===== src/sv/bra_pkg.sv =====
// Shared types and codes for the bitmap run allocator.
// Command and result beat layouts, function and status codes, fixed widths.
// No dependencies.
`default_nettype none

package bra_pkg;

    // Fixed field widths
    localparam int FUNC_W   = 2;
    localparam int SIZE_W   = 14;
    localparam int OFFSET_W = 13;
    localparam int STATUS_W = 2;
    localparam int USED_W   = 8;
    localparam int PCT_W    = 7;

    // Rounded size needs one bit more than the size field
    localparam int DIV_W = SIZE_W + 1;

    // Function codes
    localparam logic [FUNC_W-1:0] FUNC_ALLOC   = 2'd0;
    localparam logic [FUNC_W-1:0] FUNC_FREE    = 2'd1;
    localparam logic [FUNC_W-1:0] FUNC_COMPACT = 2'd2;
    localparam logic [FUNC_W-1:0] FUNC_CLEAR   = 2'd3;

    // Status codes
    localparam logic [STATUS_W-1:0] STAT_OK     = 2'd0;
    localparam logic [STATUS_W-1:0] STAT_NO_RUN = 2'd1;
    localparam logic [STATUS_W-1:0] STAT_RANGE  = 2'd2;

    // Occupancy threshold register reset and percent scale
    localparam logic [PCT_W-1:0] PCT_RESET = 7'd50;
    localparam int               PCT_SCALE = 100;

    typedef struct packed {
        logic [FUNC_W-1:0]   func;
        logic [SIZE_W-1:0]   size_bytes;
        logic [OFFSET_W-1:0] offset_bytes;
    } bra_cmd_t;

    typedef struct packed {
        logic [STATUS_W-1:0] status;
        logic [OFFSET_W-1:0] result_offset;
        logic [USED_W-1:0]   used_granules;
        logic                frozen;
    } bra_rsp_t;

endpackage

`default_nettype wire


===== src/sv/bra_recip_div.sv =====
// Registered divide by a fixed constant, done as a reciprocal multiply.
// Exact for every dividend below 2**DIV_W. Depends on bra_pkg.
`default_nettype none

module bra_recip_div #(
    parameter int DIVISOR = 64
) (
    input  wire logic                      clk,
    input  wire logic [bra_pkg::DIV_W-1:0] dividend,
    output logic      [bra_pkg::DIV_W-1:0] quotient
);
    import bra_pkg::*;

    // Round-up reciprocal: m = ceil(2**(N+l) / d), l = ceil(log2 d)
    localparam int L_BITS = (DIVISOR > 1) ? $clog2(DIVISOR) : 0;
    localparam int SHIFT  = DIV_W + L_BITS;
    localparam int RECIP  = ((2 ** SHIFT) + DIVISOR - 1) / DIVISOR;
    localparam int PROD_W = 2 * DIV_W + 1;

    logic [PROD_W-1:0] product;

    // One multiply, then the shift picks the quotient
    assign product = PROD_W'(dividend) * PROD_W'(RECIP);

    // Register the quotient
    always_ff @(posedge clk)
    begin
        quotient <= DIV_W'(product >> SHIFT);
    end

endmodule

`default_nettype wire


===== src/sv/bra_bitmap.sv =====
// Free bitmap storage: one bit per granule, 1 means free.
// One write port and one read port with registered read data. No package use.
`default_nettype none

module bra_bitmap #(
    parameter int DEPTH = 128,
    parameter int AW    = $clog2(DEPTH)
) (
    input  wire logic          clk,
    input  wire logic          wr_en,
    input  wire logic [AW-1:0] wr_addr,
    input  wire logic          wr_data,
    input  wire logic          rd_en,
    input  wire logic [AW-1:0] rd_addr,
    output logic               rd_data
);

    logic map_mem [DEPTH];

    // Write one granule bit
    always_ff @(posedge clk)
    begin
        if (wr_en)
        begin
            map_mem[wr_addr] <= wr_data;
        end
    end

    // Read one granule bit, data valid next cycle
    always_ff @(posedge clk)
    begin
        if (rd_en)
        begin
            rd_data <= map_mem[rd_addr];
        end
    end

endmodule

`default_nettype wire


===== src/sv/bitmap_run_allocator_top.sv =====
// Top level of the bitmap run allocator: command sequencer, used count and freeze state.
// Uses bra_pkg, bra_recip_div and bra_bitmap.
//
// First-fit allocator over one segment of GRANULES granules of GRANULE_BYTES bytes.
// A command beat is taken when start is high and busy is low; its result appears
// on result for exactly one cycle with done high and must be taken then. Every
// command passes through the decode states S_DIVN, S_DIVF and S_DECIDE (two
// passes through the reciprocal divider) and ends in S_REPORT. In between,
// alloc scans the bitmap one granule per cycle through the memory read port
// and marks the found run one granule per cycle on the write port. Free marks
// up to the rounded size, capped at the segment end, one granule per cycle.
// Clear rewrites the whole bitmap. After reset the block runs a clearing pass
// with busy high before it takes a command; configuration writes are taken at
// any time.
`default_nettype none

module bitmap_run_allocator_top #(
    parameter int GRANULES      = 128,
    parameter int GRANULE_BYTES = 64
) (
    input  wire logic                        clk,
    input  wire logic                        rst_n,
    input  wire logic                        start,
    output logic                             busy,
    input  wire bra_pkg::bra_cmd_t           cmd,
    output logic                             done,
    output bra_pkg::bra_rsp_t                result,
    input  wire logic                        cfg_valid,
    output logic                             cfg_ready,
    input  wire logic [bra_pkg::PCT_W-1:0]   cfg_data
);
    import bra_pkg::*;

    localparam int GW        = $clog2(GRANULES);
    localparam int CW        = $clog2(GRANULES + 1);
    localparam int SEG_BYTES = GRANULES * GRANULE_BYTES;

    // Sequencer codes
    localparam logic [2:0] S_IDLE   = 3'd0;
    localparam logic [2:0] S_DIVN   = 3'd1;
    localparam logic [2:0] S_DIVF   = 3'd2;
    localparam logic [2:0] S_DECIDE = 3'd3;
    localparam logic [2:0] S_SCAN   = 3'd4;
    localparam logic [2:0] S_WRITE  = 3'd5;
    localparam logic [2:0] S_REPORT = 3'd6;

    logic [2:0]          state_reg,     state_next;
    bra_cmd_t            cmd_reg,       cmd_next;
    logic [DIV_W-1:0]    need_reg,      need_next;
    logic [CW-1:0]       used_reg,      used_next;
    logic                frozen_reg,    frozen_next;
    logic [31:0]         epoch_reg,     epoch_next;
    logic [PCT_W-1:0]    pct_reg,       pct_next;
    logic [CW-1:0]       issue_idx_reg, issue_idx_next;
    logic [GW-1:0]       chk_idx_reg,   chk_idx_next;
    logic                chk_valid_reg, chk_valid_next;
    logic [CW-1:0]       run_reg,       run_next;
    logic [GW-1:0]       start_reg,     start_next;
    logic [CW-1:0]       wr_idx_reg,    wr_idx_next;
    logic [CW-1:0]       wr_end_reg,    wr_end_next;
    logic                wr_val_reg,    wr_val_next;
    logic                report_reg,    report_next;
    logic [STATUS_W-1:0] status_reg,    status_next;
    logic [OFFSET_W-1:0] res_off_reg,   res_off_next;
    logic                done_reg,      done_next;
    bra_rsp_t            rsp_reg,       rsp_next;

    logic [DIV_W-1:0]    dividend;
    logic [DIV_W-1:0]    quotient;
    logic                map_wr_en;
    logic                map_rd_en;
    logic                map_rd_data;
    logic [GW-1:0]       run_start;
    logic [CW-1:0]       run_len;
    logic [15:0]         first_w;
    logic [15:0]         room_w;
    logic [15:0]         need_w;
    logic [15:0]         used_w;
    logic [31:0]         occ_lhs;
    logic [31:0]         occ_rhs;
    logic                in_range;

    // Shared divider: rounded size first, then the free offset
    assign dividend = (state_reg == S_DIVN)
                    ? DIV_W'(cmd_reg.size_bytes) + DIV_W'(GRANULE_BYTES - 1)
                    : DIV_W'(cmd_reg.offset_bytes);

    bra_recip_div #(
        .DIVISOR (GRANULE_BYTES)
    ) u_div (
        .clk      (clk),
        .dividend (dividend),
        .quotient (quotient)
    );

    // Bitmap memory: scan reads and mark writes
    assign map_wr_en = (state_reg == S_WRITE) && (wr_idx_reg != wr_end_reg);
    assign map_rd_en = (state_reg == S_SCAN) && (issue_idx_reg < CW'(GRANULES));

    bra_bitmap #(
        .DEPTH (GRANULES),
        .AW    (GW)
    ) u_map (
        .clk     (clk),
        .wr_en   (map_wr_en),
        .wr_addr (wr_idx_reg[GW-1:0]),
        .wr_data (wr_val_reg),
        .rd_en   (map_rd_en),
        .rd_addr (issue_idx_reg[GW-1:0]),
        .rd_data (map_rd_data)
    );

    // Free range and occupancy terms
    assign first_w  = 16'(quotient[GW-1:0]);
    assign room_w   = 16'(GRANULES) - first_w;
    assign need_w   = 16'(need_reg);
    assign used_w   = 16'(used_reg);
    assign occ_lhs  = 32'(used_reg) * 32'(PCT_SCALE);
    assign occ_rhs  = 32'(pct_reg) * 32'(GRANULES);
    assign in_range = 32'(cmd_reg.offset_bytes) < 32'(SEG_BYTES);

    // Run tracking for the granule whose bit has just been read
    assign run_len   = run_reg + CW'(1);
    assign run_start = (run_reg == '0) ? chk_idx_reg : start_reg;

    // Sequencer
    always_comb
    begin
        state_next     = state_reg;
        cmd_next       = cmd_reg;
        need_next      = need_reg;
        used_next      = used_reg;
        frozen_next    = frozen_reg;
        epoch_next     = epoch_reg;
        pct_next       = pct_reg;
        issue_idx_next = issue_idx_reg;
        chk_idx_next   = chk_idx_reg;
        chk_valid_next = 1'b0;
        run_next       = run_reg;
        start_next     = start_reg;
        wr_idx_next    = wr_idx_reg;
        wr_end_next    = wr_end_reg;
        wr_val_next    = wr_val_reg;
        report_next    = report_reg;
        status_next    = status_reg;
        res_off_next   = res_off_reg;
        done_next      = 1'b0;
        rsp_next       = rsp_reg;

        // Take a configuration beat
        if (cfg_valid && cfg_ready)
        begin
            pct_next = cfg_data;
        end

        case (state_reg)
            S_IDLE:
            begin
                if (start)
                begin
                    cmd_next   = cmd;
                    state_next = S_DIVN;
                end
            end

            S_DIVN:
            begin
                state_next = S_DIVF;
            end

            S_DIVF:
            begin
                need_next  = quotient;
                state_next = S_DECIDE;
            end

            S_DECIDE:
            begin
                status_next  = STAT_OK;
                res_off_next = '0;
                state_next   = S_REPORT;
                case (cmd_reg.func)
                    FUNC_ALLOC:
                    begin
                        if ((need_reg == '0) || (need_reg > DIV_W'(GRANULES)))
                        begin
                            status_next = STAT_NO_RUN;
                        end
                        else
                        begin
                            issue_idx_next = '0;
                            run_next       = '0;
                            state_next     = S_SCAN;
                        end
                    end

                    FUNC_FREE:
                    begin
                        if (frozen_reg)
                        begin
                            // Acknowledge without freeing
                            status_next = STAT_OK;
                        end
                        else if (!in_range)
                        begin
                            status_next = STAT_RANGE;
                        end
                        else
                        begin
                            wr_idx_next = CW'(first_w);
                            wr_end_next = (need_w >= room_w) ? CW'(GRANULES)
                                                             : CW'(first_w + need_w);
                            wr_val_next = 1'b1;
                            report_next = 1'b1;
                            used_next   = (used_w >= need_w) ? used_reg - CW'(need_reg)
                                                             : '0;
                            state_next  = S_WRITE;
                        end
                    end

                    FUNC_COMPACT:
                    begin
                        epoch_next = epoch_reg + 32'd1;
                        if (occ_lhs > occ_rhs)
                        begin
                            frozen_next = 1'b1;
                        end
                    end

                    default:
                    begin
                        // Clear: empty the segment with a full rewrite pass
                        used_next   = '0;
                        frozen_next = 1'b0;
                        wr_idx_next = '0;
                        wr_end_next = CW'(GRANULES);
                        wr_val_next = 1'b1;
                        report_next = 1'b1;
                        state_next  = S_WRITE;
                    end
                endcase
            end

            S_SCAN:
            begin
                // Issue the next read, check the one that came back
                if (map_rd_en)
                begin
                    issue_idx_next = issue_idx_reg + CW'(1);
                    chk_idx_next   = issue_idx_reg[GW-1:0];
                    chk_valid_next = 1'b1;
                end
                if (chk_valid_reg)
                begin
                    if (map_rd_data)
                    begin
                        run_next   = run_len;
                        start_next = run_start;
                        if (run_len >= need_reg[CW-1:0])
                        begin
                            wr_idx_next    = CW'(run_start);
                            wr_end_next    = CW'(run_start) + need_reg[CW-1:0];
                            wr_val_next    = 1'b0;
                            report_next    = 1'b1;
                            used_next      = used_reg + need_reg[CW-1:0];
                            res_off_next   = OFFSET_W'(32'(run_start)
                                                       * 32'(GRANULE_BYTES));
                            chk_valid_next = 1'b0;
                            state_next     = S_WRITE;
                        end
                        else if (chk_idx_reg == GW'(GRANULES - 1))
                        begin
                            status_next = STAT_NO_RUN;
                            state_next  = S_REPORT;
                        end
                    end
                    else
                    begin
                        run_next = '0;
                        if (chk_idx_reg == GW'(GRANULES - 1))
                        begin
                            status_next = STAT_NO_RUN;
                            state_next  = S_REPORT;
                        end
                    end
                end
            end

            S_WRITE:
            begin
                // Mark one granule a cycle until the end of the range
                if (wr_idx_reg == wr_end_reg)
                begin
                    state_next = report_reg ? S_REPORT : S_IDLE;
                end
                else
                begin
                    wr_idx_next = wr_idx_reg + CW'(1);
                end
            end

            S_REPORT:
            begin
                done_next              = 1'b1;
                rsp_next.status        = status_reg;
                rsp_next.result_offset = res_off_reg;
                rsp_next.used_granules = USED_W'(used_w);
                rsp_next.frozen        = frozen_reg;
                state_next             = S_IDLE;
            end

            default:
            begin
                state_next = S_IDLE;
            end
        endcase
    end

    // Control state; reset starts the clearing pass
    always_ff @(posedge clk or negedge rst_n)
    begin
        if (!rst_n)
        begin
            state_reg     <= S_WRITE;
            used_reg      <= '0;
            frozen_reg    <= 1'b0;
            epoch_reg     <= '0;
            pct_reg       <= PCT_RESET;
            issue_idx_reg <= '0;
            chk_valid_reg <= 1'b0;
            run_reg       <= '0;
            wr_idx_reg    <= '0;
            wr_end_reg    <= CW'(GRANULES);
            wr_val_reg    <= 1'b1;
            report_reg    <= 1'b0;
            done_reg      <= 1'b0;
        end
        else
        begin
            state_reg     <= state_next;
            used_reg      <= used_next;
            frozen_reg    <= frozen_next;
            epoch_reg     <= epoch_next;
            pct_reg       <= pct_next;
            issue_idx_reg <= issue_idx_next;
            chk_valid_reg <= chk_valid_next;
            run_reg       <= run_next;
            wr_idx_reg    <= wr_idx_next;
            wr_end_reg    <= wr_end_next;
            wr_val_reg    <= wr_val_next;
            report_reg    <= report_next;
            done_reg      <= done_next;
        end
    end

    // Payload registers
    always_ff @(posedge clk)
    begin
        cmd_reg     <= cmd_next;
        need_reg    <= need_next;
        chk_idx_reg <= chk_idx_next;
        start_reg   <= start_next;
        status_reg  <= status_next;
        res_off_reg <= res_off_next;
        rsp_reg     <= rsp_next;
    end

    assign busy      = (state_reg != S_IDLE);
    assign done      = done_reg;
    assign result    = rsp_reg;
    assign cfg_ready = 1'b1;

endmodule

`default_nettype wire


===== config.mk =====
export PLATFORM = sky130hd
export DESIGN_NAME = bitmap_run_allocator_top
export DESIGN_NICKNAME = d
export VERILOG_FILES = /design/src/sv/bra_pkg.sv /design/src/sv/bra_recip_div.sv /design/src/sv/bra_bitmap.sv /design/src/sv/bitmap_run_allocator_top.sv
export SDC_FILE = /design/constraint.sdc
export NUM_CORES = 1
export LEC_CHECK = 0
export ABC_CLOCK_PERIOD_IN_PS = 8700
export BUFFER_PORTS_ARGS = -buffer_cell sky130_fd_sc_hd__buf_2
export CAP_MARGIN = 25
export CORE_ASPECT_RATIO = 1.2
export CORE_UTILIZATION = 50
export CTS_CLUSTER_SIZE = 24
export DETAILED_ROUTE_END_ITERATION = 10
export GPL_TIMING_DRIVEN = 0
export PLACE_DENSITY = 0.67
export SETUP_SLACK_MARGIN = 0.5
export SYNTH_ARGS = -nofsm -noshare
export SYNTH_HDL_FRONTEND = slang
export SYNTH_SLANG_ARGS = --single-unit

===== constraint.sdc =====
create_clock -name clk -period 8.7 [get_ports clk]
set_input_delay 1.74 -clock clk [delete_from_list [all_inputs] [get_ports clk]]
set_output_delay 1.74 -clock clk [all_outputs]
set_load 0.1 [all_outputs]

Yosys cells after proc, flatten, opt, wreduce, memory -nomap -nowiden --
Memory sizes are Yosys's and may differ from the RTL's. A register that Yosys moved wholly into a read port is not among the register bits. Index checks and enable logic that the tools add are counted.
Operators by class: $add $sub $neg 9, multipliers 1, order comparisons 6, equality and inequality tests 24, multiplexer cells 72, bitwise logic cells 1, reductions and logical operators 23
Operators with widths (count):
- two-way mux 8 bit | 20
- case mux 8 bit (2 select lines) | 7
- two-way mux 13 bit | 4
- case mux 13 bit (2 select lines) | 1
- adder 8 x 1 -> 8 bit, second input constant | 3
- case mux 8 bit (3 select lines) | 1
- two-way mux 3 bit | 7
- two-way mux 1 bit | 18
- case mux 3 bit (6 select lines) | 1
- adder 7 x 8 -> 8 bit | 2
- greater-or-equal comparator 9 x 16 -> 1 bit | 1
- adder 14 x 6 -> 15 bit, second input constant | 1
- greater-than comparator 15 x 14 -> 1 bit | 1
- logical NOT 15 bit | 1
- != test 2 bit, second input constant | 7
- multiplier 8 x 5 -> 13 bit, second input constant | 1
- two-way mux 2 bit | 6
- AND reduction 3 bit | 4
- AND reduction 4 bit | 3
- equality test 3 bit, second input constant | 3
- greater-or-equal comparator 8 x 9 -> 1 bit | 1
- greater-than comparator 9 x 8 -> 1 bit, second input constant | 1
- subtractor 8 x 7 -> 9 bit, first input constant | 1
- adder 8 bit | 1
- 28 further kinds | 40
Storage, ports and cells: register bits after elaboration 155, memory bits (writable) 128, input bits 40, output and inout bits 27, logic and storage cells 163, memories 1
Memory list:
- u_map.map_mem | depth 128, bits a word 1, read ports 1, clocked after memory_dff 1, wr ports 1, line bra_bitmap.sv:18 | logic map_mem [DEPTH];

Longest topological paths before layout --
Gate-level depths: netlist (run 1).
depth in word-level cells 7, mapped depth 16, gate-level depth less buffers 16

Cells and area by module --
A second synthesis (run 1) with hierarchy kept.
Second synthesis, totals: cell total of the unflattened synthesis 1206, area, all modules 14621.5 um^2
By module, submodules not included:
- bitmap_run_allocator_top | times used 1, cells each 795, area an instance 8663.3 um^2, sequential area each 3937.5 um^2
- bra_bitmap | times used 1, cells each 395, area an instance 5729.2 um^2, sequential area each 3873.7 um^2
- bra_recip_div | times used 1, cells each 16, area an instance 229.0 um^2, sequential area each 180.2 um^2

Worst setup path before layout (run 1) --
No wires, ideal clock.
path kind register to output, from reg state_reg[0], to out busy, arrival time 1826 ps, data required time 6960 ps, slack 5134 ps, cell stages (with the launch flop) 4, buffers on the path 2, cell sequence dfstp_2 -> clkbuf_1 -> clkbuf_1 -> or3_1
Between the ends: cells in the longest elaborated chain, start to end 1
Ends and longest elaborated chain:
- start: declaration | line bitmap_run_allocator_top.sv:47 | logic [2:0] state_reg, state_next;
- start signal: assignment | line bitmap_run_allocator_top.sv:340 | state_reg <= state_next;
- nonzero test 3 bit | line bitmap_run_allocator_top.sv:368 | assign busy = (state_reg != S_IDLE);
- end: declaration | line bitmap_run_allocator_top.sv:24 | output logic busy,
No other way between the ends.

Final worst setup path (run 1) --
Same ends and word-level chain as after synthesis.

==> run metrics, run 1 <==
time the worst path needs with I/O delays and setup approximately 4.4 ns; vias in the first global route roughly 9400; post-cts gate resize count 0; number of design rule violations left after detail routing 0; clock tree root driver cell sky130_fd_sc_hd__clkbuf_16; Final setup viols 0; static leakage 5.885 nW; pin count of the biggest net entering global routing 130; worst setup skew after layout 0.02702 ns; depth of the CTS H-tree 1; critical path cell sequence clkbuf_1 -> clkbuf_1 -> or3_1 -> buf_2; grt total ovfl 0; count of buffers inserted at the top-level ports 53; Area growth syn-to-layout 12.59%; drt via density 5.736; initial antenna violation count 0; number of unique standard cell types used by synthesis between 70 and 80; status finished clean; routed wire length on met2 between 15000 and 20000 um; worst-case headroom to the max-slew limit 32.28%; buffer depth of the longest clock path 3; number of iterations in the first detailed-routing pass 5; fin nets 1383; row count 66; number of cells produced by synthesis 1158; worst-path cell with the longest stage delay sky130_fd_sc_hd__dfstp_2; crit path kind flop to primary output; capturing element type of the critical path primary output; fraction of the yosys area taken by sequential cells 55.22%; DR top layer met4; Reg clk slew, reported paths 0.07 ns; average wire per cell in the routed design 19.38 um; number of flops mapped to enable cells by yosys 202; final estimated routing congestion in global placement 0.9407; Via Count 9246; antenna violation net count after detailed routing 0; wire length of the first global-routing pass 49880 um; number of buffers added to fix hold violations after cts 0; Die Height ~180 um; part of the cycle the worst path needs 50.31%; length in cells of the worst reg-to-reg path 15; warning count from the yosys run 0; total I/O pin count 67; Total Routed Length 31250 um; Floorplan Core Area 27170 um2; number of setup buffers added after CTS 0; number of flip-flops under the largest register name 128; post-synthesis average cell area roughly 12 um2; utilization after layout 57.27%; TritonCTS buffer count 28; sum of routed wire segments on met1 12480 um; Setup crit start kind flop; insertion delay of the later-clocked pin in the worst-skew pair 0.55 ns; max frequency 0.2285 GHz; unrepaired setup endpoints after global routing false; ratio of total power to cell area 346.7 nW/um2; Yosys reg bits 266; Cells on Worst Hold Path 0; Post-Synthesis Cell Area 13820 um2; fraction of registers with async set or reset after synthesis 20.68%; HPWL reported at the end of detailed placement 22000 um; critical path arrival 2.64 ns; total routing resource utilization after global routing 22.83%; Die X roughly 150 um; number of max-cap violations 0; hold violation total from the final report 0; fraction of final layout cells sized beyond drive strength 1 14.23%; drt initial violations between 800 and 900; clock net sink count about 270; Setup TNS 0 ns; Hold Path Class flop to flop; count of inserted antenna diode cells 0; starting utilization of the core area 50.87%; Hold WS a little over 0.4 ns; overall power 5.394 mW; TritonCTS clock tree done; Top cell by count, worst path sky130_fd_sc_hd__clkbuf_1; worst-margin pin slew about 1 ns; worst stage delay on the critical path 0.55 ns; met3 WL 1392 um; Slew Limit Fails 0; maximum fanout along the worst path 10; required arrival time at the worst endpoint 6.96 ns; Most used DFF post-synth sky130_fd_sc_hd__edfxtp_1; maximum VDD drop between 0.00015 and 0.0002 V; Die Outline Area 28310 um2
-- per-layer routing --
metal | vias up | GRT usage (%)
met5 | - | 0
met4 | 0 | 9.760
met3 | 78 | 2.657
met2 | 237 | 41.98
met1 | 4543 | 26.93
li1 | 4388 | -
-- worst max-delay path, delay by kind of cell (launching register included) --
kind,cells,cell delay [ns]
buffers and inverters,3,1.26
flip-flops,1,0.55
AND/OR/NAND/NOR,1,0.27
-- cell usage in the layout, fill, tap and decap left out, types with 6 or more instances in the layout --
master and instances:
sky130_fd_sc_hd__xnor2_1 30, sky130_fd_sc_hd__o21a_1 9, sky130_fd_sc_hd__nand3_1 27, sky130_fd_sc_hd__mux2i_1 11, sky130_fd_sc_hd__xor2_1 31, sky130_fd_sc_hd__nor3_1 15
sky130_fd_sc_hd__clkbuf_16 28, sky130_fd_sc_hd__ha_1 86, sky130_fd_sc_hd__dfrtp_1 48, sky130_fd_sc_hd__nor2b_1 14, sky130_fd_sc_hd__mux2_4 6, sky130_fd_sc_hd__and3_1 8
sky130_fd_sc_hd__nand2b_1 11, sky130_fd_sc_hd__fa_1 7, sky130_fd_sc_hd__o211ai_1 7, sky130_fd_sc_hd__buf_4 7, sky130_fd_sc_hd__dfxtp_1 9, sky130_fd_sc_hd__nand2_1 68
sky130_fd_sc_hd__mux4_2 32, sky130_fd_sc_hd__o21ai_0 40, sky130_fd_sc_hd__inv_1 53, sky130_fd_sc_hd__clkbuf_1 41, sky130_fd_sc_hd__a22o_1 17, sky130_fd_sc_hd__nor2_1 200
sky130_fd_sc_hd__a221oi_1 9, sky130_fd_sc_hd__mux2_2 6, sky130_fd_sc_hd__edfxtp_1 202, sky130_fd_sc_hd__clkinv_2 7, sky130_fd_sc_hd__dfstp_2 6, sky130_fd_sc_hd__or3_1 6
sky130_fd_sc_hd__buf_2 63, sky130_fd_sc_hd__nand4_1 6, sky130_fd_sc_hd__a21oi_1 43, sky130_fd_sc_hd__conb_1 7
-- logic make-up after synthesis --
kind of cell	after synthesis	synth area share (%)
muxes	55	7.153
and+or+nand+nor	387	12.53
other	2	0.05434
buffers and inverters	110	3.323
adders and majority gates	93	8.800
xor gates and xnor gates	61	3.866
DFF	266	55.22
AOI/OAI and AO/OA	184	9.054
-- final cells by class --
cell class,instances,area [um2]
Multi-Input combinational cell,787,5758
Clock inverter,20,222.7
Clock buffer,32,715.7
Fill cell,2272,11610
Buffer,57,260.3
Inverter,53,198.9
Sequential cell,266,7635
Timing Repair Buffer,57,342.8
Tap cell,340,425.4
-- per-stage QoR --
stage | setup WS (ns) | cells | area [um2]
after floorplan | 5.134 | 1163 | 13840
after global placement | 4.835 | 1556 | 14530
after detailed placement | 4.844 | 1559 | 14610
after CTS | 4.364 | 1611 | 15550
after global routing | 4.262 | 1612 | 15560
final | 4.323 | 1612 | 15560
-- power by group --
group | switching [mW] | total [mW] | internal (mW) | leakage, nW
clock | 0.497 | 1.21 | 0.712 | 0.454
sequential | 0.237 | 1.88 | 1.65 | 2.58
combinational | 1.36 | 2.30 | 0.944 | 2.85
-- cell usage after synthesis (17+ instances only) --
library cell	instances	share of area [%]
sky130_fd_sc_hd__a21oi_1	43	1.6
sky130_fd_sc_hd__ha_1	86	7.8
sky130_fd_sc_hd__clkbuf_1	37	1.0
sky130_fd_sc_hd__xor2_1	31	2.0
sky130_fd_sc_hd__a22o_1	17	1.1
sky130_fd_sc_hd__mux4_2	32	5.2
sky130_fd_sc_hd__inv_1	53	1.4
sky130_fd_sc_hd__nand3_1	27	0.98
sky130_fd_sc_hd__o21ai_0	40	1.4
sky130_fd_sc_hd__edfxtp_1	202	44
sky130_fd_sc_hd__xnor2_1	30	1.9
sky130_fd_sc_hd__dfrtp_1	48	8.7
sky130_fd_sc_hd__nor2_1	202	5.5
sky130_fd_sc_hd__nand2_1	68	1.8
-- final timing paths --
check	start	end	slack, ns
min	u_div.quotient[8]$_SDFF_PP0_	need_reg[8]$_DFFE_PP_	0.41
max reg2reg	used_reg[3]$_DFFE_PN0P_	frozen_reg$_DFFE_PN0P_	4.80
min in group asynchronous	rst_n	used_reg[2]$_DFFE_PN0P_	1.32
max	state_reg[0]$_DFFE_PN1P_	busy	4.32
max in group asynchronous	rst_n	wr_end_reg[7]$_DFFE_PN1P_	6.69
min reg2reg	u_div.quotient[8]$_SDFF_PP0_	need_reg[8]$_DFFE_PP_	0.41
(Power assumes the default switching activity.)
==> run 2, diff against run 1 <==
Settings changed: ABC_AREA from default to 1, ABC_CLOCK_PERIOD_IN_PS 8700 to 3900, PLACE_DENSITY 0.67 to 0.7.
Clock period 8.7 ns to 3.9 ns, I/O delays scaled along.
==> run metrics, run 2 <==
status finished clean (unchanged); combined buffer and inverter count along the critical path 3 (unchanged); xor/xnor cell area share of the yosys netlist 2.361% (was 3.866%); utilization after layout 58.18% (was 57.27%); crit path kind flop to flop (was flop to primary output); GRT met3 Usage 3.175% (was 2.657%); clock net sink count 266 (unchanged); maximum fanout along the worst path 5 (was 10); post-synthesis average cell area 8.596 um2 (was 11.93 um2); maximum VDD drop 0.0003999 V (was 0.0001576 V); Seq pwr share 34.0% (was 34.9%); worst-path cell with the longest stage delay sky130_fd_sc_hd__fa_1 (was sky130_fd_sc_hd__dfstp_2); row count 68 (was 66); share of total power in combinational logic 43.5% (was 42.7%); Switch Pwr 5.058 mW (was 2.092 mW); compound-cell area share of the yosys netlist 5.060% (was 9.054%); capturing element type of the critical path flop (was primary output); commonest non-fill, non-tap cells in the layout 482 x sky130_fd_sc_hd__nand2_1, 233 x sky130_fd_sc_hd__nor2_1, 203 x sky130_fd_sc_hd__inv_1 (was 202 x sky130_fd_sc_hd__edfxtp_1, 200 x sky130_fd_sc_hd__nor2_1, 86 x sky130_fd_sc_hd__ha_1); final estimated routing congestion in global placement 0.9160 (was 0.9407); worst flop-to-flop path endpoint frozen_reg$_DFFE_PN0P_ (unchanged); global-route met1 utilization 30.14% (was 26.93%); cell types occupying the most area after synthesis sky130_fd_sc_hd__edfxtp_1 41%, sky130_fd_sc_hd__nand2_1 12%, sky130_fd_sc_hd__dfrtp_1 8.1% (was sky130_fd_sc_hd__edfxtp_1 44%, sky130_fd_sc_hd__dfrtp_1 8.7%, sky130_fd_sc_hd__ha_1 7.8%); part of the cycle the worst path needs 87.31%; length in cells of the worst reg-to-reg path 23 (was 15); number of iterations in the first detailed-routing pass 7 (was 5); Clock Power Share 22.5% (was 22.4%); met2 track demand over resource in global routing 47.33% (was 41.98%); wire length of the first global-routing pass 60500 um (was 49880 um); overall power 11.86 mW (was 5.394 mW); critical path cell sequence ha_4 -> ha_1 -> inv_2 -> fa_1 -> inv_2 -> ha_4 -> a21oi_4 -> nand2_4 -> xor2_2 -> ha_1 -> nand2_1 -> inv_2 -> nand2_2 -> nand2_1 -> nand2_1 -> nand2_1 -> nand2_1 -> nand2_1 -> nand2_1 -> nand3_2 -> nand2_1 -> nand2_1 -> nand2_1 (was clkbuf_1 -> clkbuf_1 -> or3_1 -> buf_2); Most used DFF post-synth sky130_fd_sc_hd__edfxtp_1 (unchanged); vias in the first global route 11570 (was 9398); Post-Synth Simple-Gate Area 25.55% (was 12.53%); Post-Synthesis Cell Area 14840 um2 (was 13820 um2); max frequency 0.2937 GHz; total routing resource utilization after global routing 25.64% (was 22.83%); Die Height 190.7 um (was 184.1 um); worst setup skew after layout 0.03475 ns (was 0.02702 ns); slack of the worst reg-to-reg path 0.49 ns (was 4.80 ns); starting utilization of the core area 51.14% (was 50.87%); Total Routed Length 38560 um (was 31250 um); proportion of netlist area held by the largest area contributor 40.88% (was 43.89%); leading cell type by number of instances after synthesis sky130_fd_sc_hd__nand2_1; number of cells produced by synthesis 1726 (was 1158); share of cell area taken by muxes after synthesis 0.07590% (was 7.153%); Die X 159.3 um (was 153.8 um); pin count of the biggest net entering global routing 130 (unchanged); final instance area 16880 um2 (was 15560 um2); number of max-cap violations 0 (unchanged); count of buffers inserted at the top-level ports 53 (unchanged); most common library cell in the layout ignoring fill and taps sky130_fd_sc_hd__nand2_1 (was sky130_fd_sc_hd__edfxtp_1); antenna violation net count after detailed routing 0 (unchanged); number of flip-flops under the largest register name 128 (unchanged); grt total ovfl 0 (unchanged); initial antenna violation count 0 (unchanged); Area growth syn-to-layout 13.77% (was 12.59%); worst-case headroom to the max-slew limit 33.25% (was 32.28%); total I/O pin count 67 (unchanged); number of unique standard cell types used by synthesis 44 (was 71); largest family of logic cells by synthesized area simple AND/OR/NAND/NOR gates (unchanged); clock tree root driver cell sky130_fd_sc_hd__clkbuf_16 (unchanged); post-synthesis cell type with the largest combined area sky130_fd_sc_hd__edfxtp_1 (unchanged); number of design rule violations left after detail routing 0 (unchanged); internal power 6.805 mW (was 3.302 mW); Yosys reg bits 266 (unchanged); fraction of final layout cells sized beyond drive strength 1 11.39% (was 14.23%); fraction of the yosys area taken by sequential cells 51.43% (was 55.22%); Hold Path Class primary input to async pin (was flop to flop); static leakage 7.664 nW (was 5.885 nW); buffer depth of the longest clock path 3 (unchanged); time the worst path needs with I/O delays and setup 3.405 ns; unrepaired setup endpoints after global routing true (was false); fraction of registers with async set or reset after synthesis 20.68% (unchanged); number of flops mapped to enable cells by yosys 202 (unchanged); routing layer with the top usage in global route met2 (unchanged); drt initial violations 1127 (was 834); startpoint of the most critical register-to-register path used_reg[3]$_DFFE_PN0P_ (unchanged); HPWL reported at the end of detailed placement 27420 um (was 22000 um); fin nets 1963 (was 1383); area share of fa/ha/maj cells after synthesis 8.197% (was 8.800%); TritonCTS buffer count 29 (was 28); drt via density 5.327 (was 5.736); ratio of total power to cell area 702.8 nW/um2 (was 346.7 nW/um2); number of cells after detailed placement 2172 (was 1559); average wire per cell in the routed design 17.23 um (was 19.38 um); Setup TNS 0 ns (unchanged); most common library cells after synthesis 485 x sky130_fd_sc_hd__nand2_1, 234 x sky130_fd_sc_hd__nor2_1, 207 x sky130_fd_sc_hd__inv_1 (was 202 x sky130_fd_sc_hd__edfxtp_1, 202 x sky130_fd_sc_hd__nor2_1, 86 x sky130_fd_sc_hd__ha_1); Top cell by count, worst path sky130_fd_sc_hd__nand2_1 (was sky130_fd_sc_hd__clkbuf_1); hold violation total from the final report 0 (unchanged); Reg clk slew, reported paths 0.06 ns (was 0.07 ns); Slew Limit Fails 0 (unchanged); Floorplan Core Area 29010 um2 (was 27170 um2); area after detailed placement 15680 um2 (was 14610 um2); Sw Share 42.64% (was 38.78%); Final setup viols 0 (unchanged); critical path arrival 3.87 ns (was 2.64 ns); Via Count 11920 (was 9246); insertion delay of the later-clocked pin in the worst-skew pair 0.58 ns (was 0.55 ns); count of inserted antenna diode cells 0 (unchanged); TritonCTS clock tree done (unchanged); Die Outline Area 30370 um2 (was 28310 um2); final std cells w/o fill 2238 (was 1612); depth of the CTS H-tree 1 (unchanged); worst-margin pin slew 1.001 ns (was 1.010 ns); Setup crit start kind flop (unchanged); worst stage delay on the critical path 0.53 ns (was 0.55 ns); category of cells accounting for the largest share of critical-path delay adder cells (was buffers and inverters); required arrival time at the worst endpoint 4.37 ns (was 6.96 ns); warning count from the yosys run 0 (unchanged)
-- run 2: cell types whose count changed in the layout (fill, tap and decap cells not counted), sizes merged, moves of 14 or more --
cell   before  now
nand2      68  485
inv        53  218
nand3      27  127
nor2      202  240
o21ai      40   77
mux4       32    0
buf        76  103
nand4       6   28
a22o       17    0
nor2b      14    0
xnor2      30   16
-- run 2: timing repair --
action / in CTS / in global routing
hold buffers: 0 / 0
endpoints found under the setup margin: 1 / 1
pin swaps: 12 / 25
buffers inserted: 7 / 5
gates resized for setup: 16 / 22
-- run 2: through the flow --
| stage | setup slack (ns) | hold slack, ns |
|---|---|---|
| global route | 0.3030 | 0.3041 |
| finish | 0.4947 | 0.2573 |
| detailed placement | 0.1834 | 0.3895 |
| floorplan | 0.5581 | 0.3855 |
| global placement | 0.2424 | 0.3872 |
| CTS | 0.5100 | 0.2676 |
-- run 2: area by class of cell --
class	instances	area (um2)
Buffer	55	267.8
Clock buffer	42	825.8
Clock inverter	12	107.6
Fill cell	2572	12130
Inverter	216	810.8
Multi-Input combinational cell	1194	6322
Sequential cell	266	7642
Tap cell	385	481.7
Timing Repair Buffer	68	421.7
-- run 2: logic make-up (layout without fill, tap and decap cells) --
logic type / Yosys count / after routing
AOI/OAI and AO/OA: 142 / 142
xor gates and xnor gates: 40 / 40
adders and majority gates: 93 / 93
buffers and inverters: 271 / 393
DFF: 266 / 266
muxes: 1 / 1
other: 2 / 7
and+or+nand+nor: 911 / 911
-- run 2: how the worst max path moves through the flow --
stage,start,end,slack [ns],cells after the start
CTS,used_reg[3]$_DFFE_PN0P_,frozen_reg$_DFFE_PN0P_,0.51,22
floorplan,used_reg[3]$_DFFE_PN0P_,frozen_reg$_DFFE_PN0P_,0.56,22
finish,used_reg[3]$_DFFE_PN0P_,frozen_reg$_DFFE_PN0P_,0.49,23
detailed placement,used_reg[3]$_DFFE_PN0P_,frozen_reg$_DFFE_PN0P_,0.18,22
global route,used_reg[3]$_DFFE_PN0P_,frozen_reg$_DFFE_PN0P_,0.30,23
global placement,used_reg[3]$_DFFE_PN0P_,frozen_reg$_DFFE_PN0P_,0.24,22
-- run 2: routing by layer --
metal / wire, um / vias to the layer above
li1: - / 5798
met1: 14920 / 5578
met2: 19630 / 439
met3: 2437 / 107
met4: 1575 / 0
met5: 0 / -
-- run 2: power by group through the flow --
| stage | Sequential (mW) | Clock (mW) | Combinational (mW) |
|---|---|---|---|
| after detailed placement | 4.10 | 0 | 4.79 |
| after floorplan | 4.09 | 0 | 3.32 |
| final | 4.04 | 2.67 | 5.16 |
| after global routing | 4.08 | 2.81 | 5.74 |
| after CTS | 4.03 | 2.70 | 4.96 |
| after global placement | 4.10 | 0 | 4.68 |
==> run 3, diff against run 2 <==
Settings changed: ABC_CLOCK_PERIOD_IN_PS 3900 to 4400, PLACE_DENSITY 0.7 to 0.67.
Clock period 3.9 ns to 4.4 ns, I/O delays scaled along.
==> run metrics, run 3 (synthesis results as in run 2) <==
count of buffers inserted at the top-level ports 53 (unchanged); number of design rule violations left after detail routing 0 (unchanged); critical path arrival 3.98 ns (was 3.87 ns); Reg clk slew, reported paths 0.07 ns (was 0.06 ns); maximum fanout along the worst path 7 (was 5); combined buffer and inverter count along the critical path 2 (was 3); initial antenna violation count 0 (unchanged); max frequency 0.2821 GHz (was 0.2937 GHz); worst-path cell with the longest stage delay sky130_fd_sc_hd__fa_1 (unchanged); category of cells accounting for the largest share of critical-path delay adder cells (unchanged); time the worst path needs with I/O delays and setup 3.545 ns (was 3.405 ns); maximum VDD drop 0.0004191 V (was 0.0003999 V); number of max-cap violations 0 (unchanged); TritonCTS clock tree done (unchanged); capturing element type of the critical path flop (unchanged); Total Routed Length 38420 um (was 38560 um); critical path cell sequence ha_1 -> ha_1 -> fa_1 -> ha_4 -> a21oi_1 -> nand2_1 -> a21oi_1 -> o21ai_1 -> xor2_1 -> inv_1 -> ha_1 -> nand2_1 -> inv_1 -> nand2_1 -> nand2_1 -> nand2_1 -> nand2_1 -> nand2_1 -> nand3_1 -> nand2_1 -> nand2_1 -> nand2_1 (was ha_4 -> ha_1 -> inv_2 -> fa_1 -> inv_2 -> ha_4 -> a21oi_4 -> nand2_4 -> xor2_2 -> ha_1 -> nand2_1 -> inv_2 -> nand2_2 -> nand2_1 -> nand2_1 -> nand2_1 -> nand2_1 -> nand2_1 -> nand2_1 -> nand3_2 -> nand2_1 -> nand2_1 -> nand2_1); utilization after layout 57.10% (was 58.18%); antenna violation net count after detailed routing 0 (unchanged); insertion delay of the later-clocked pin in the worst-skew pair 0.55 ns (was 0.58 ns); fraction of final layout cells sized beyond drive strength 1 9.175% (was 11.39%); fillcell total 2663 (was 2572); share of total power in combinational logic 42.9% (was 43.5%); drt initial violations 941 (was 1127); most common library cell in the layout ignoring fill and taps sky130_fd_sc_hd__nand2_1 (unchanged); HPWL reported at the end of detailed placement 28080 um (was 27420 um); wire length of the first global-routing pass 60310 um (was 60500 um); count of inserted antenna diode cells 0 (unchanged); Area growth syn-to-layout 11.65% (was 13.77%); buffer depth of the longest clock path 3 (unchanged); Die Outline Area 30370 um2 (unchanged); Top cell by count, worst path sky130_fd_sc_hd__nand2_1 (unchanged); setup slack after layout 0.8551 ns (was 0.4947 ns); Seq pwr share 35.4% (was 34.0%); Clock Power Share 21.7% (was 22.5%); Via Count 11770 (was 11920); vias in the first global route 11400 (was 11570); Slew Limit Fails 0 (unchanged); Setup TNS 0 ns (unchanged); grt total ovfl 0 (unchanged); worst slack at placement 0.6947 ns (was 0.1834 ns); pin count of the biggest net entering global routing 130 (unchanged); total routing resource utilization after global routing 25.69% (was 25.64%); Sw Share 42.86% (was 42.64%); final instance area 16570 um2 (was 16880 um2); Floorplan Core Area 29010 um2 (unchanged); Final setup viols 0 (unchanged); number of buffers added to fix hold violations after cts 0 (unchanged); starting utilization of the core area 51.14% (unchanged); Die Height 190.7 um (unchanged); final estimated routing congestion in global placement 0.9333 (was 0.9160); Hold Path Class primary input to async pin (unchanged); commonest non-fill, non-tap cells in the layout 485 x sky130_fd_sc_hd__nand2_1, 233 x sky130_fd_sc_hd__nor2_1, 207 x sky130_fd_sc_hd__inv_1 (was 482 x sky130_fd_sc_hd__nand2_1, 233 x sky130_fd_sc_hd__nor2_1, 203 x sky130_fd_sc_hd__inv_1); static leakage 7.581 nW (was 7.664 nW); fin nets 1954 (was 1963); number of flip-flops under the largest register name 128 (unchanged); unrepaired setup endpoints after global routing false (was true); average wire per cell in the routed design 17.25 um (was 17.23 um); Die X 159.3 um (unchanged); area after detailed placement 15680 um2 (unchanged); worst stage delay on the critical path 0.56 ns (was 0.53 ns); status finished clean (unchanged); worst-case headroom to the max-slew limit 31.73% (was 33.25%); row count 68 (unchanged); TritonCTS buffer count 27 (was 29); hold violation total from the final report 0 (unchanged); total I/O pin count 67 (unchanged); crit path kind flop to flop (unchanged); Hold WS 0.2949 ns (was 0.2573 ns); number of iterations in the first detailed-routing pass 6 (was 7); depth of the CTS H-tree 1 (unchanged); required arrival time at the worst endpoint 4.84 ns (was 4.37 ns); internal power 5.799 mW (was 6.805 mW); ratio of total power to cell area 612.6 nW/um2 (was 702.8 nW/um2); part of the cycle the worst path needs 80.57% (was 87.31%); clock tree root driver cell sky130_fd_sc_hd__clkbuf_16 (unchanged); Switch Pwr 4.349 mW (was 5.058 mW); clock net sink count 266 (unchanged); Setup crit start kind flop (unchanged); drt via density 5.283 (was 5.327); worst-margin pin slew 1.024 ns (was 1.001 ns); worst setup skew after layout 0.02870 ns (was 0.03475 ns)
run 3: cell count changes in the layout (fill, tap and decap cells not counted), sizes merged:
cell / delta
clkbuf: -4
bufinv: +1
clkinv: +1
clkinvlp: +1
buf: -7
inv: -3
run 3: worst reg2reg max path, stage by stage (launching register included):
cell	delay (ns)
sky130_fd_sc_hd__dfrtp_2	0.48
sky130_fd_sc_hd__ha_1	0.30
sky130_fd_sc_hd__ha_1	0.31
sky130_fd_sc_hd__fa_1	0.56
sky130_fd_sc_hd__ha_4	0.23
sky130_fd_sc_hd__a21oi_1	0.14
sky130_fd_sc_hd__nand2_1	0.11
sky130_fd_sc_hd__a21oi_1	0.16
sky130_fd_sc_hd__o21ai_1	0.09
sky130_fd_sc_hd__xor2_1	0.13
sky130_fd_sc_hd__inv_1	0.06
sky130_fd_sc_hd__ha_1	0.26
sky130_fd_sc_hd__nand2_1	0.05
sky130_fd_sc_hd__inv_1	0.07
sky130_fd_sc_hd__nand2_1	0.05
sky130_fd_sc_hd__nand2_1	0.05
sky130_fd_sc_hd__nand2_1	0.04
sky130_fd_sc_hd__nand2_1	0.05
sky130_fd_sc_hd__nand2_1	0.05
sky130_fd_sc_hd__nand3_1	0.09
sky130_fd_sc_hd__nand2_1	0.06
sky130_fd_sc_hd__nand2_1	0.05
sky130_fd_sc_hd__nand2_1	0.04
run 3: final timing paths:
| path | start | end | slack [ns] | cells past startpoint |
|---|---|---|---|---|
| min in group clk | u_div.quotient[8]$_SDFF_PP0_ | need_reg[8]$_DFFE_PP_ | 0.41 | 0 |
| hold / removal | rst_n | report_reg$_DFFE_PN0P_ | 0.29 | 1 |
| max in group asynchronous | rst_n | pct_reg[1]$_DFFE_PN1P_ | 3.45 | 2 |
| setup reg to reg | used_reg[2]$_DFFE_PN0P_ | frozen_reg$_DFFE_PN0P_ | 0.86 | 22 |
| setup / recovery | used_reg[2]$_DFFE_PN0P_ | frozen_reg$_DFFE_PN0P_ | 0.86 | 22 |
| hold reg to reg | u_div.quotient[8]$_SDFF_PP0_ | need_reg[8]$_DFFE_PP_ | 0.41 | 0 |
run 3: metrics by stage:
| stage | power [mW] | instances |
|---|---|---|
| floorplan | 6.568 | 1731 |
| global placement | 7.804 | 2169 |
| detailed placement | 7.906 | 2172 |
| CTS | 10.11 | 2222 |
| global route | 10.85 | 2227 |
| finish | 10.15 | 2227 |
run 3: what timing repair did:
item,4_1_cts,5_1_grt
setup buffers,0,5
resized for setup,0,6
setup endpoints to repair,0,1
run 3: final cells by class:
| cell class | count | area [um2] | area share (%) |
|---|---|---|---|
| flip-flops and latches | 266 | 7639 | 46.11 |
| multi-input cells | 1194 | 6170 | 37.24 |
| inverters | 216 | 810.8 | 4.894 |
| clock buffers | 38 | 716.9 | 4.328 |
| well taps | 385 | 481.7 | 2.908 |
| repair buffers | 61 | 365.4 | 2.205 |
| plain buffers | 55 | 267.8 | 1.616 |
| clock inverters | 12 | 115.1 | 0.6949 |
run 3: per-layer routing:
layer | up-vias | GRT usage [%] | wire length [um]
met5 | - | 0 | 0
met4 | 0 | 11.43 | 1538
met3 | 99 | 2.697 | 1844
met2 | 359 | 48.41 | 20020
met1 | 5533 | 29.33 | 15010
li1 | 5775 | - | -
run 3: power by group through the flow:
stage	clock, mW	sequential [mW]	combinational (mW)
floorplan	0	3.63	2.94
global placement	0	3.65	4.15
detailed placement	0	3.65	4.25
CTS	2.23	3.60	4.27
global route	2.33	3.63	4.89
finish	2.20	3.59	4.35
